## config.mk

```make
export PLATFORM = sky130hd
export DESIGN_NAME = vtic_front_flat
export DESIGN_NICKNAME = d
export VERILOG_FILES = /design/src/sv/virtually_tagged_instruction_cache_macros.svh /design/src/sv/vtic_pkg.sv /design/src/sv/vtic_if.sv /design/src/sv/vtic_front.sv /design/src/flat_wrapper.sv
export SDC_FILE = /design/constraint.sdc
export NUM_CORES = 1
export LEC_CHECK = 0
export BUFFER_PORTS_ARGS = -buffer_cell sky130_fd_sc_hd__buf_2
export CAP_MARGIN = 40
export CORE_UTILIZATION = 50
export CTS_CLUSTER_SIZE = 16
export DETAILED_ROUTE_END_ITERATION = 8
export GPL_ROUTABILITY_DRIVEN = 1
export PLACE_DENSITY = 0.86
export REMOVE_ABC_BUFFERS = 1
export SLEW_MARGIN = 20
export SYNTH_ARGS = -nofsm -noshare
export SYNTH_HDL_FRONTEND = slang
export SYNTH_SLANG_ARGS = --single-unit
```

## constraint.sdc

```tcl
create_clock -name clk -period 6.4 [get_ports clk]
set_clock_uncertainty 0.05 [all_clocks]
set_input_delay 1.28 -clock clk [delete_from_list [all_inputs] [get_ports clk]]
set_output_delay 1.28 -clock clk [all_outputs]
set_load 0.03 [all_outputs]
```

## src/sv/virtually_tagged_instruction_cache_macros.svh

```systemverilog
// ---------------------------------------------------------------------------
// Instruction cache assertion macros
// Shared concurrent assertion forms used by the cache back end.
// ---------------------------------------------------------------------------
`ifndef VIRTUALLY_TAGGED_INSTRUCTION_CACHE_MACROS_SVH
`define VIRTUALLY_TAGGED_INSTRUCTION_CACHE_MACROS_SVH

// Property that must hold at every edge outside reset.
`define VTIC_ASSERT(label, clk, rst_n, prop, msg) \
	label: assert property (@(posedge clk) disable iff (!rst_n) prop) else $error(msg);

// Antecedent in one cycle implies consequent in the next.
`define VTIC_ASSERT_NEXT(label, clk, rst_n, ante, cons, msg) \
	label: assert property (@(posedge clk) disable iff (!rst_n) (ante) |=> (cons)) \
		else $error(msg);

`endif

```

## src/sv/vtic_pkg.sv

```systemverilog
// ---------------------------------------------------------------------------
// Instruction cache package
// Shared types, codes, defaults and byte extraction helpers.
// ---------------------------------------------------------------------------
package vtic_pkg;

	localparam int LINE_SHIFT_DEF = 5;
	localparam int SET_SHIFT_DEF  = 11;
	localparam int WAYS_DEF       = 1;

	localparam logic [1:0] ACT_INV_ALL  = 2'd0;
	localparam logic [1:0] ACT_INV_LINE = 2'd1;
	localparam logic [1:0] ACT_FETCH    = 2'd2;
	localparam logic [1:0] ACT_FILL     = 2'd3;

	localparam logic [1:0] FILL_FAULT   = 2'd0;
	localparam logic [1:0] FILL_UNCACHE = 2'd1;
	localparam logic [1:0] FILL_WORD    = 2'd2;
	localparam logic [1:0] FILL_MEMERR  = 2'd3;

	localparam logic [1:0] RES_DATA    = 2'd0;
	localparam logic [1:0] RES_FAULT   = 2'd1;
	localparam logic [1:0] RES_REQUEST = 2'd2;

	localparam logic [3:0] STATUS_MISALIGNED = 4'd3;
	localparam logic [3:0] STATUS_MEMERR     = 4'd13;

	typedef struct packed {
		logic [1:0]  action;
		logic [31:0] address;
		logic [2:0]  access_size;
		logic        privileged;
		logic [1:0]  fill_kind;
		logic [3:0]  fault_code;
		logic [31:0] fill_data;
	} in_item_t;

	// Queue entry: the item plus what the front end found out about it.
	typedef struct packed {
		in_item_t item;
		logic     bad_align;
	} q_item_t;

	typedef struct packed {
		logic [1:0]  result_kind;
		logic [31:0] fetch_data;
		logic        access_allowed;
		logic [3:0]  fault_status;
		logic [31:0] request_address;
		logic        request_privileged;
	} out_item_t;

	function automatic logic [31:0] size_mask(input logic [2:0] size);
		logic [31:0] m;
		case (size)
			3'd1: m = 32'h0000_00ff;
			3'd2: m = 32'h0000_ffff;
			3'd3: m = 32'h00ff_ffff;
			default: m = 32'hffff_ffff;
		endcase
		return m;
	endfunction

	function automatic logic [31:0] extract(input logic [31:0] w, input logic [1:0] off,
			input logic [2:0] size);
		return (w >> {off, 3'b000}) & size_mask(size);
	endfunction

endpackage

```

## src/sv/vtic_if.sv

```systemverilog
// ---------------------------------------------------------------------------
// Instruction cache channels
// Valid/ready interfaces for the request and the result channel.
// ---------------------------------------------------------------------------
interface vtic_req_if;
	logic        valid;
	logic        ready;
	logic [1:0]  action;
	logic [31:0] address;
	logic [2:0]  access_size;
	logic        privileged;
	logic [1:0]  fill_kind;
	logic [3:0]  fault_code;
	logic [31:0] fill_data;

	modport source (output valid, action, address, access_size, privileged, fill_kind,
		fault_code, fill_data, input ready);
	modport sink (input valid, action, address, access_size, privileged, fill_kind,
		fault_code, fill_data, output ready);
endinterface


```

## src/sv/vtic_front.sv

```systemverilog
// ---------------------------------------------------------------------------
// Instruction cache front end
// Accepts requests, checks fetch alignment and queues them for the back end.
// ---------------------------------------------------------------------------
module vtic_front (
	input  logic                 clk,
	input  logic                 arst_n,
	vtic_req_if.sink             req,
	input  logic                 init_busy,
	output logic                 q_valid,
	output vtic_pkg::q_item_t    q_item,
	input  logic                 q_pop
);

	vtic_pkg::q_item_t entry_q [2];
	logic [1:0]        cnt_q;
	logic              wr_q;
	logic              rd_q;
	vtic_pkg::q_item_t new_item;
	logic              push;

	always_comb begin
		new_item.item.action      = req.action;
		new_item.item.address     = req.address;
		new_item.item.access_size = req.access_size;
		new_item.item.privileged  = req.privileged;
		new_item.item.fill_kind   = req.fill_kind;
		new_item.item.fault_code  = req.fault_code;
		new_item.item.fill_data   = req.fill_data;
		// A fetch must be 1, 2 or 4 bytes at an offset that is a multiple of its size.
		new_item.bad_align = !(req.access_size inside {3'd1, 3'd2, 3'd4}) ||
			((req.address[2:0] & (req.access_size - 3'd1)) != 3'd0);
	end

	assign req.ready = (cnt_q != 2'd2) && !init_busy;
	assign push      = req.valid && req.ready;
	assign q_valid   = cnt_q != 2'd0;
	assign q_item    = entry_q[rd_q];

	always_ff @(posedge clk) begin
		if (push) begin
			entry_q[wr_q] <= new_item;
		end
	end

	always_ff @(posedge clk or negedge arst_n) begin
		if (!arst_n) begin
			cnt_q <= 2'd0;
			wr_q  <= 1'b0;
			rd_q  <= 1'b0;
		end else begin
			if (push) begin
				wr_q <= !wr_q;
			end
			if (q_pop) begin
				rd_q <= !rd_q;
			end
			cnt_q <= cnt_q + {1'b0, push} - {1'b0, q_pop};
		end
	end

endmodule

```

## src/flat_wrapper.sv

```systemverilog
// flat-port wrapper written by rule: the top's interface ports become plain ports
module vtic_front_flat 
  (clk, arst_n, init_busy, q_valid, q_item, q_pop, req_valid, req_action, req_address, req_access_size, req_privileged, req_fill_kind, req_fault_code, req_fill_data, req_ready);
  vtic_req_if req_i ();
  input  logic clk;
  input  logic arst_n;
  input  logic init_busy;
  output logic q_valid;
  output vtic_pkg::q_item_t q_item;
  input  logic q_pop;
  input wire logic [$bits(req_i.valid)-1:0] req_valid;
  input wire logic [$bits(req_i.action)-1:0] req_action;
  input wire logic [$bits(req_i.address)-1:0] req_address;
  input wire logic [$bits(req_i.access_size)-1:0] req_access_size;
  input wire logic [$bits(req_i.privileged)-1:0] req_privileged;
  input wire logic [$bits(req_i.fill_kind)-1:0] req_fill_kind;
  input wire logic [$bits(req_i.fault_code)-1:0] req_fault_code;
  input wire logic [$bits(req_i.fill_data)-1:0] req_fill_data;
  output wire logic [$bits(req_i.ready)-1:0] req_ready;
  assign req_i.valid = req_valid;
  assign req_i.action = req_action;
  assign req_i.address = req_address;
  assign req_i.access_size = req_access_size;
  assign req_i.privileged = req_privileged;
  assign req_i.fill_kind = req_fill_kind;
  assign req_i.fault_code = req_fault_code;
  assign req_i.fill_data = req_fill_data;
  assign req_ready = req_i.ready;
  vtic_front u_core (.clk(clk), .arst_n(arst_n), .req(req_i), .init_busy(init_busy), .q_valid(q_valid), .q_item(q_item), .q_pop(q_pop));
endmodule
```

==> results of run 1 <==
## flip-flops by register name, indices dropped and copies added (netlist names)
signal	flops
u_core.entry_q	154
u_core.cnt_q	2
u_core.rd_q	1
u_core.wr_q	1
## final cells by class
cell class	instances	area share [%]
Clock inverter	11	1.902
Sequential cell	158	63.05
Multi-Input combinational cell	97	15.00
Tap cell	143	2.386
Timing Repair Buffer	163	11.34
Clock buffer	21	5.873
Inverter	9	0.4505
## synth_stat cells
cell type / number
dfrtp_1: 4
buf_6: 4
buf_2: 5
mux2_2: 57
and3_1: 1
a21oi_1: 2
ha_1: 6
nor2_1: 2
mux2_4: 20
o211ai_1: 2
inv_1: 9
xnor2_1: 3
nand2_1: 1
xor2_1: 1
a222oi_1: 1
edfxtp_1: 154
nand3b_1: 1
## path summary, 6_finish.rpt
check,start,end,cells after the start
setup / recovery,u_core.rd_q$_DFFE_PN0P_,q_item[73],3
hold / removal,u_core.cnt_q[1]$_DFF_PN0_,u_core.cnt_q[1]$_DFF_PN0_,1
setup reg to reg,u_core.cnt_q[1]$_DFF_PN0_,u_core.entry_q[0][52]$_DFFE_PP_,4
hold reg to reg,u_core.cnt_q[1]$_DFF_PN0_,u_core.cnt_q[1]$_DFF_PN0_,1
max in group asynchronous,arst_n,u_core.rd_q$_DFFE_PN0P_,1
min in group asynchronous,arst_n,u_core.rd_q$_DFFE_PN0P_,1
## logic make-up (layout without fill, tap and decap cells)
logic type	after synthesis	in the layout	share of synthesized area [%]
flip-flops	158	158	79.53
multiplexers	77	77	15.86
adder cells (fa/ha/maj)	6	6	1.264
buffers and inverters	18	204	1.748
AND/OR/NAND/NOR	5	5	0.4213
XOR/XNOR	4	4	0.5898
AO/OA/AOI/OAI	5	5	0.5897
## per-stage QoR
step	area, um^2	hold WS, ns	utilization, %	std cells	power, uW
after floorplan	5871	0.4108	-	264	2175
after global placement	6877	0.4331	59.71	568	2414
after detailed placement	6917	0.4719	60.06	570	2443
after CTS	7500	0.4888	65.12	602	3426
after global routing	7500	0.4918	65.12	602	3522
final	7500	0.4931	65.12	602	3387
## power by group through the flow
stage	Combinational (uW)	Clock (uW)	Sequential [uW]
CTS	1060	998	1370
global placement	1030	0	1380
floorplan	757	0	1420
global route	1100	1040	1380
detailed placement	1050	0	1390
finish	1040	979	1370
## layer usage
metal  GRT usage (%)  routed length [um]  part of all wire, %
met5               0                   0                    0
met4           7.854                 171                  1.7
met3           5.960                 675                  6.8
met2           28.97                5151                   52
met1           18.65                3857                   39
==> results_dict.tcl, run 1 <==
set metrics [dict create \
    status "complete, but fails checks" \
    violations "DRC" \
    port_buffers 159 \
    regArea_um2 4728 \
    crit_chain "buf_4 > mux2_2 > buf_2" \
    ys_top_cells_by_area "edfxtp_1, mux2_2, mux2_4" \
    grt_usage_pct 16.83 \
    criticalPathCategory "reg -> out" \
    setup_slack_ns 2.648 \
    crit_arrival_ns 2.42 \
    clock_latency_ns 0.40 \
    cts_tree "done" \
    slowest_delay_ns 0.73 \
    cp-start-kind "flip-flop" \
    drive_gt1_share_pct 59.04 \
    cts_made_buffers 17 \
    path_delay_family "buffers and inverters" \
    grt_pass1_wl_mm 15.39 \
    final.period_utilization_pct 58.63 \
    max_cap_viol_count 0 \
    dr.pass1.iters 6 \
    yosysWarnings 0 \
    slew_headroom_pct 54.61 \
    netlist_instances 273 \
    syn_area_um2 5941 \
    gr-total-overflow 0 \
    place_ws_ns 3.046 \
    place_congestion 0.6984 \
    p_leak_uw 0.002897 \
    power.switching_uw 1088 \
    area_delta_synth_final_pct 26.24 \
    grt_pass1_vias 3112 \
    hold_path.class "reg -> reg" \
    multi_input_area_um2 1125 \
    cts.sink_count 158 \
    avgRoutedWirePerCell_um 16.37 \
    drcViolationCount 18 \
    fill_cells 806 \
    switching_share_pct 32.12 \
    powerDensity_nw_per_um2 451.6 \
    hpwl_mm 6.496 \
    grt_max_degree 47 \
    path_buf_inv 2 \
    vias_per_cell 5.032 \
    power_frac_seq_pct 40.4 \
    fin_setup_tns_ns 0 \
    cts_resized 0 \
    htreeDepth 4 \
    yosysTopAreaCellShare_pct 77.84 \
    design.core.area_um2 11520 \
    drt_iter0_drc 201 \
    slew_viol_final 0 \
    irDropWorstVdd_mv 0.2520 \
    hold_buffers 0 \
    rsz0062_at_grt "no" \
    finalSetupViolations 0 \
    final_cell_mix "buf_2, edfxtp_1, mux2_2" \
    nets 533 \
    antenna_cells 0 \
    post_cts_buffers 0 \
    clk_pin_slew_ns 0.06 \
    worst_setup_path_end_kind "output pin" \
    ant_nets 0 \
    period_minus_slack_ns 3.752 \
    vias 3029 \
    die_h_um 111 \
    dieArea_um2 12320 \
    critPathMaxFanout 46 \
    pwr-share-comb_pct 30.7 \
    ys_seq_area_share_pct 79.53 \
    clkPwrFrac_pct 28.9 \
    ys_types 17 \
    floorplan.io_pins 160 \
    fmax_mhz 266.5 \
    clock_path_buffers 2 \
    drt_wl_total_mm 9.855 \
    avgSynthCellArea_um2 21.76 \
    start_util_pct 51.59 \
    root_buffer "clkbuf_16" \
    yosys.area.top_type "edfxtp_1" \
    std_cell_rows 39 \
    cp.required_ns 5.07 \
    cp_slowest_cell "dfrtp_4" \
    hold_viol_final 0 \
    p_int_uw 2299 \
    r2r_slack_ns 4.34 \
    ys_ff_latch 158 \
    worst_pin_slew_ns 0.6808 \
    antenna_found_initial 0 \
    final_common_cell "buf_2" \
    die_w_um 111 \
]
Note: power is estimated with default switching activity, not from simulation.
==> inputs of run 2 (changes only) <==
==> constraint.sdc (replaced) <==
create_clock -name clk -period 3.8 [get_ports clk]
set_clock_uncertainty 0.05 [all_clocks]
set_input_delay 0.76 -clock clk [delete_from_list [all_inputs] [get_ports clk]]
set_output_delay 0.76 -clock clk [all_outputs]
set_load 0.03 [all_outputs]
==> results_dict.tcl, run 2 (synthesized netlist as in run 1, its figures left out) <==
set metrics [dict create \
    status "complete, but fails checks" \
    violations "DRC" \
    clkPwrFrac_pct 28.5 \
    powerDensity_nw_per_um2 758.4 \
    timing.rr.start "u_core.cnt_q[0]$_DFF_PN0_" \
    antenna_found_initial 1 \
    hold_buffers 0 \
    grt_pass1_wl_mm 15.09 \
    fill_cells 800 \
    fin_area_um2 7488 \
    drt_wl_total_mm 9.802 \
    post_cts_buffers 0 \
    final.period_utilization_pct 77.61 \
    vias_per_cell 4.962 \
    avgRoutedWirePerCell_um 16.28 \
    hold_ws_ns 0.09849 \
    gr-total-overflow 0 \
    cp.required_ns 2.99 \
    slowest_delay_ns 0.79 \
    grt_usage_pct 16.62 \
    clk_pin_slew_ns 0.06 \
    design.core.area_um2 11520 \
    cp-start-kind "flip-flop" \
    cp_slowest_cell "dfrtp_4" \
    final_cell_mix "buf_2, edfxtp_1, mux2_2" \
    max_cap_viol_count 0 \
    dr.pass1.iters 9 \
    final_util_pct 65.03 \
    cts_resized 0 \
    hpwl_mm 6.375 \
    crit_chain "buf_12 > mux2_2 > buf_2" \
    critPathMaxFanout 40 \
    worst_pin_slew_ns 0.5781 \
    ff2ff_path_depth 4 \
    period_minus_slack_ns 2.949 \
    p_total_uw 5679 \
    grt_max_degree 78 \
    fmax_mhz 339.1 \
    pwr-share-comb_pct 30.7 \
    place_ws_ns 1.274 \
    clock_latency_ns 0.41 \
    cts_made_buffers 17 \
    final_common_cell "buf_2" \
    std_cell_rows 39 \
    p_leak_uw 0.002892 \
    ant_nets 0 \
    drt_iter0_drc 157 \
    rsz0062_at_grt "no" \
    die_h_um 111 \
    slew_headroom_pct 61.46 \
    criticalPathCategory "reg -> out" \
    grt_pass1_vias 3141 \
    area_delta_synth_final_pct 26.05 \
    power_frac_seq_pct 40.8 \
    path_delay_family "flip-flops" \
    hold_viol_final 0 \
    port_buffers 159 \
    hold_path.class "in -> async" \
    clock_path_buffers 2 \
    dpl_cell_area_um2 6922 \
    power.switching_uw 1806 \
    floorplan.io_pins 160 \
    cts.sink_count 158 \
    p_int_uw 3873 \
    nets 532 \
    vias 2987 \
    irDropWorstVdd_mv 0.4698 \
    path_buf_inv 2 \
    slew_viol_final 0 \
    cts_tree "done" \
    die_w_um 111 \
    root_buffer "clkbuf_16" \
    worst_setup_path_end_kind "output pin" \
    start_util_pct 51.59 \
    largest_reg_flops 154 \
    finalSetupViolations 0 \
    drcViolationCount 18 \
    htreeDepth 4 \
    switching_share_pct 31.80 \
    cp.depth 3 \
    crit_arrival_ns 2.14 \
    top_register "u_core.entry_q" \
    r2r_slack_ns 1.92 \
    drive_gt1_share_pct 57.86 \
    setup_slack_ns 0.8507 \
    dieArea_um2 12320 \
    regToRegEndpoint "u_core.entry_q[1][65]$_DFFE_PP_" \
    top_regs "u_core.entry_q (154), u_core.cnt_q (2)" \
    place_congestion 0.7657 \
]
[run 2: cell types whose count changed in the layout (fill, tap and decap cells not counted), moves of 2 or more]
cell / previous run / this run
buf_4: 2 / 0
clkinvlp_4: 2 / 0
clkinv_4: 2 / 0
clkinv_1: 0 / 4
[run 2: per-layer routing]
metal / GRT usage [%] / vias to the layer above / share of wire, %
li1: - / 1410 / -
met1: 19.20 / 1452 / 40
met2: 27.30 / 113 / 52
met3: 5.522 / 12 / 6.2
met4: 9.406 / 0 / 1.5
met5: 0 / - / 0
[run 2: area by class of cell]
cell class	count	area, um^2	share of cell area [%]
Sequential cell	158	4728	63.14
Multi-Input combinational cell	97	1125	15.02
Timing Repair Buffer	162	855.8	11.43
Clock buffer	22	444.2	5.931
Tap cell	143	178.9	2.389
Clock inverter	10	120.1	1.604
Inverter	9	33.78	0.4511
Antenna cell	1	2.502	0.03342
[run 2: power by group through the flow]
| stage | Sequential (uW) | Clock, uW | Combinational (uW) |
|---|---|---|---|
| floorplan | 2390 | 0 | 1270 |
| global placement | 2350 | 0 | 1720 |
| detailed placement | 2360 | 0 | 1760 |
| CTS | 2320 | 1650 | 1760 |
| global route | 2340 | 1710 | 1840 |
| finish | 2320 | 1620 | 1740 |
[run 2: worst reg2reg max path: cells and delay by family (launching register included)]
family | cells | cell delay (ns)
AO/OA/AOI/OAI | 1 | 0.17
flip-flops | 1 | 0.35
buffers and inverters | 2 | 0.38
AND/OR/NAND/NOR | 1 | 0.58
[run 2: worst max path at each step]
stage,to,from
3_5_place_dp,q_item[2],u_core.rd_q$_DFFE_PN0P_
6_report,q_item[64],u_core.rd_q$_DFFE_PN0P_
4_1_cts,q_item[2],u_core.rd_q$_DFFE_PN0P_
3_3_place_gp,q_item[2],u_core.rd_q$_DFFE_PN0P_
2_1_floorplan,u_core.entry_q[0][0]$_DFFE_PP_,init_busy
5_1_grt,q_item[64],u_core.rd_q$_DFFE_PN0P_
[run 2: stage by stage]
stage	setup TNS, ns	instances
after floorplan	-71.65	264
after CTS	0	601
after detailed placement	0	569
after global routing	0	602
final	0	602
after global placement	0	568
==> inputs of run 3 (changes only) <==
--- a/config.mk
+++ b/config.mk
@@ -5,13 +5,14 @@
 export SDC_FILE = /design/constraint.sdc
 export NUM_CORES = 1
 export LEC_CHECK = 0
+export ABC_AREA = 1
 export BUFFER_PORTS_ARGS = -buffer_cell sky130_fd_sc_hd__buf_2
 export CAP_MARGIN = 40
-export CORE_UTILIZATION = 50
+export CORE_UTILIZATION = 48
 export CTS_CLUSTER_SIZE = 16
 export DETAILED_ROUTE_END_ITERATION = 8
 export GPL_ROUTABILITY_DRIVEN = 1
-export PLACE_DENSITY = 0.86
+export PLACE_DENSITY = 0.85
 export REMOVE_ABC_BUFFERS = 1
 export SLEW_MARGIN = 20
 export SYNTH_ARGS = -nofsm -noshare
==> constraint.sdc (replaced) <==
create_clock -name clk -period 2.71 [get_ports clk]
set_clock_uncertainty 0.05 [all_clocks]
set_input_delay 0.542 -clock clk [delete_from_list [all_inputs] [get_ports clk]]
set_output_delay 0.542 -clock clk [all_outputs]
set_load 0.03 [all_outputs]
==> results_dict.tcl, run 3 <==
set metrics [dict create \
    cts.sink_count 158 \
    ys_types 14 \
    crit_chain "buf_12 > nand2_1 > o21ai_2 > buf_2" \
    top_regs "u_core.entry_q (154), u_core.cnt_q (2)" \
    ys_seq_area_share_pct 73.58 \
    fmax_mhz 399.9 \
    critPathMaxFanout 41 \
    vias_per_cell 4.700 \
    start_util_pct 50.07 \
    hold_viol_final 0 \
    dr.pass1.iters 4 \
    yosysMostFrequentCell "edfxtp_1" \
    largest_reg_flops 154 \
    async_flop_share_pct 2.532 \
    worst_pin_slew_ns 0.5577 \
    p_total_uw 8914 \
    worst_setup_path_end_kind "output pin" \
    clock_latency_ns 0.41 \
    root_buffer "clkbuf_16" \
    die_h_um 117.7 \
    std_cell_rows 41 \
    dieArea_um2 13840 \
    final.period_utilization_pct 92.28 \
    netlist_instances 453 \
    slew_headroom_pct 62.82 \
    yosysWarnings 0 \
    crit_arrival_ns 1.91 \
    place_ws_ns 0.6251 \
    hpwl_mm 7.643 \
    powerDensity_nw_per_um2 1114 \
    hold_buffers 1 \
    synthFlopType "edfxtp_1" \
    hold_path.class "in -> reg" \
    cts_tree "done" \
    die_w_um 117.7 \
    avgSynthCellArea_um2 14.17 \
    drt_iter0_drc 248 \
    nets 714 \
    grt_max_degree 42 \
    criticalPathCategory "reg -> out" \
    avgRoutedWirePerCell_um 13.42 \
    antenna_found_initial 0 \
    place_congestion 0.7720 \
    floorplan.io_pins 160 \
    final_util_pct 62.37 \
    drcViolationCount 0 \
    p_leak_uw 0.003443 \
    slew_viol_final 0 \
    htreeDepth 4 \
    cp_slowest_cell "dfrtp_4" \
    synth_edf_count 154 \
    cp.required_ns 2.12 \
    status "finished, final reports clean" \
    cp-start-kind "flip-flop" \
    cts_made_buffers 17 \
    final_common_cell "buf_2" \
    dp_cells 779 \
    yosysTopAreaCellShare_pct 72.02 \
    grt_pass1_wl_mm 17.61 \
    final_cell_mix "buf_2, edfxtp_1, nand2_1" \
    top_register "u_core.entry_q" \
    grt_pass1_vias 3778 \
    setup_slack_ns 0.2093 \
    cts_resized 0 \
    yosys.area.top_type "edfxtp_1" \
    gr-total-overflow 0 \
    clk_pin_slew_ns 0.06 \
    grt_usage_pct 16.61 \
    area_delta_synth_final_pct 24.57 \
    antenna_cells 0 \
    clock_path_buffers 2 \
    rsz0062_at_grt "no" \
    slowest_delay_ns 0.79 \
    ys_top_cells_by_area "edfxtp_1, o21ai_2, nand2_1" \
    ant_nets 0 \
    max_cap_viol_count 0 \
    irDropWorstVdd_mv 0.7172 \
    port_buffers 159 \
    fin_cells 812 \
    synth_commonest_cells "edfxtp_1, nand2_1, inv_1, o21ai_2, buf_6" \
    vias 3816 \
    drt_wl_total_mm 10.90 \
    post_cts_buffers 0 \
    syn_area_um2 6421 \
    period_minus_slack_ns 2.501 \
    drive_gt1_share_pct 43.59 \
    ys_ff_latch 158 \
    finalSetupViolations 0 \
    design.core.area_um2 12820 \
]
## run 3: report_power, final
part           switching, uW  internal [uW]
clock                    877           1630
combinational           2240            939
sequential               192           3040
total                   3310           5610
## run 3: cell families after synthesis
kind of cell             count (synthesis)  synth area share [%]
buffers and inverters                  109                 8.496
adder cells (fa/ha/maj)                  6                 1.169
AO/OA/AOI/OAI                           78                 10.58
flip-flops                             158                 73.58
AND/OR/NAND/NOR                        101                 6.040
XOR/XNOR                                 1                0.1364
## run 3: critical path: cells and delay by family, from the launching register on
kind / cells / cell delay [ns]
buffers and inverters: 2 / 0.50
flip-flops: 1 / 0.79
AND/OR/NAND/NOR: 1 / 0.10
AO/OA/AOI/OAI: 1 / 0.06
## run 3: per-layer routing
metal	share of wire (%)	wire [um]	track usage [%]
met2	52	5655	28.71
met5	0	0	0
met1	41	4482	19.06
met4	1.3	139	7.692
met3	5.7	617	4.651
## run 3: per-stage QoR
stage / TNS [ns] / hold WS, ns / area (um^2)
2_1_floorplan: -312.66 / 0.1964 / 6221
3_3_place_gp: 0 / 0.2986 / 7360
3_5_place_dp: 0 / 0.3104 / 7360
4_1_cts: 0 / 0.2361 / 7999
5_1_grt: 0 / 0.2461 / 7999
6_report: 0 / 0.2627 / 7999
## run 3: worst paths after layout
kind | slack [ns] | end | cells after the start | startpoint
setup / recovery | 0.21 | q_item[10] | 4 | u_core.rd_q$_DFFE_PN0P_
hold / removal | 0.26 | u_core.entry_q[0][3]$_DFFE_PP_ | 1 | req_fill_data[2]
setup reg to reg | 1.02 | u_core.entry_q[1][12]$_DFFE_PP_ | 4 | u_core.cnt_q[1]$_DFF_PN0_
hold reg to reg | 0.45 | u_core.wr_q$_DFFE_PN0N_ | 2 | u_core.wr_q$_DFFE_PN0N_
max in group asynchronous | 2.05 | u_core.rd_q$_DFFE_PN0P_ | 2 | arst_n
min in group asynchronous | 0.41 | u_core.cnt_q[0]$_DFF_PN0_ | 2 | arst_n
## run 3: final cells by class
cell class / instances / area (um^2)
sequential: 158 / 4728
tap: 172 / 215.2
multi-input combinational: 186 / 1159
inverter: 92 / 346.6
timing repair buffer: 172 / 920.9
clock buffer: 20 / 436.7
fill: 980 / 4826
clock inverter: 12 / 192.7
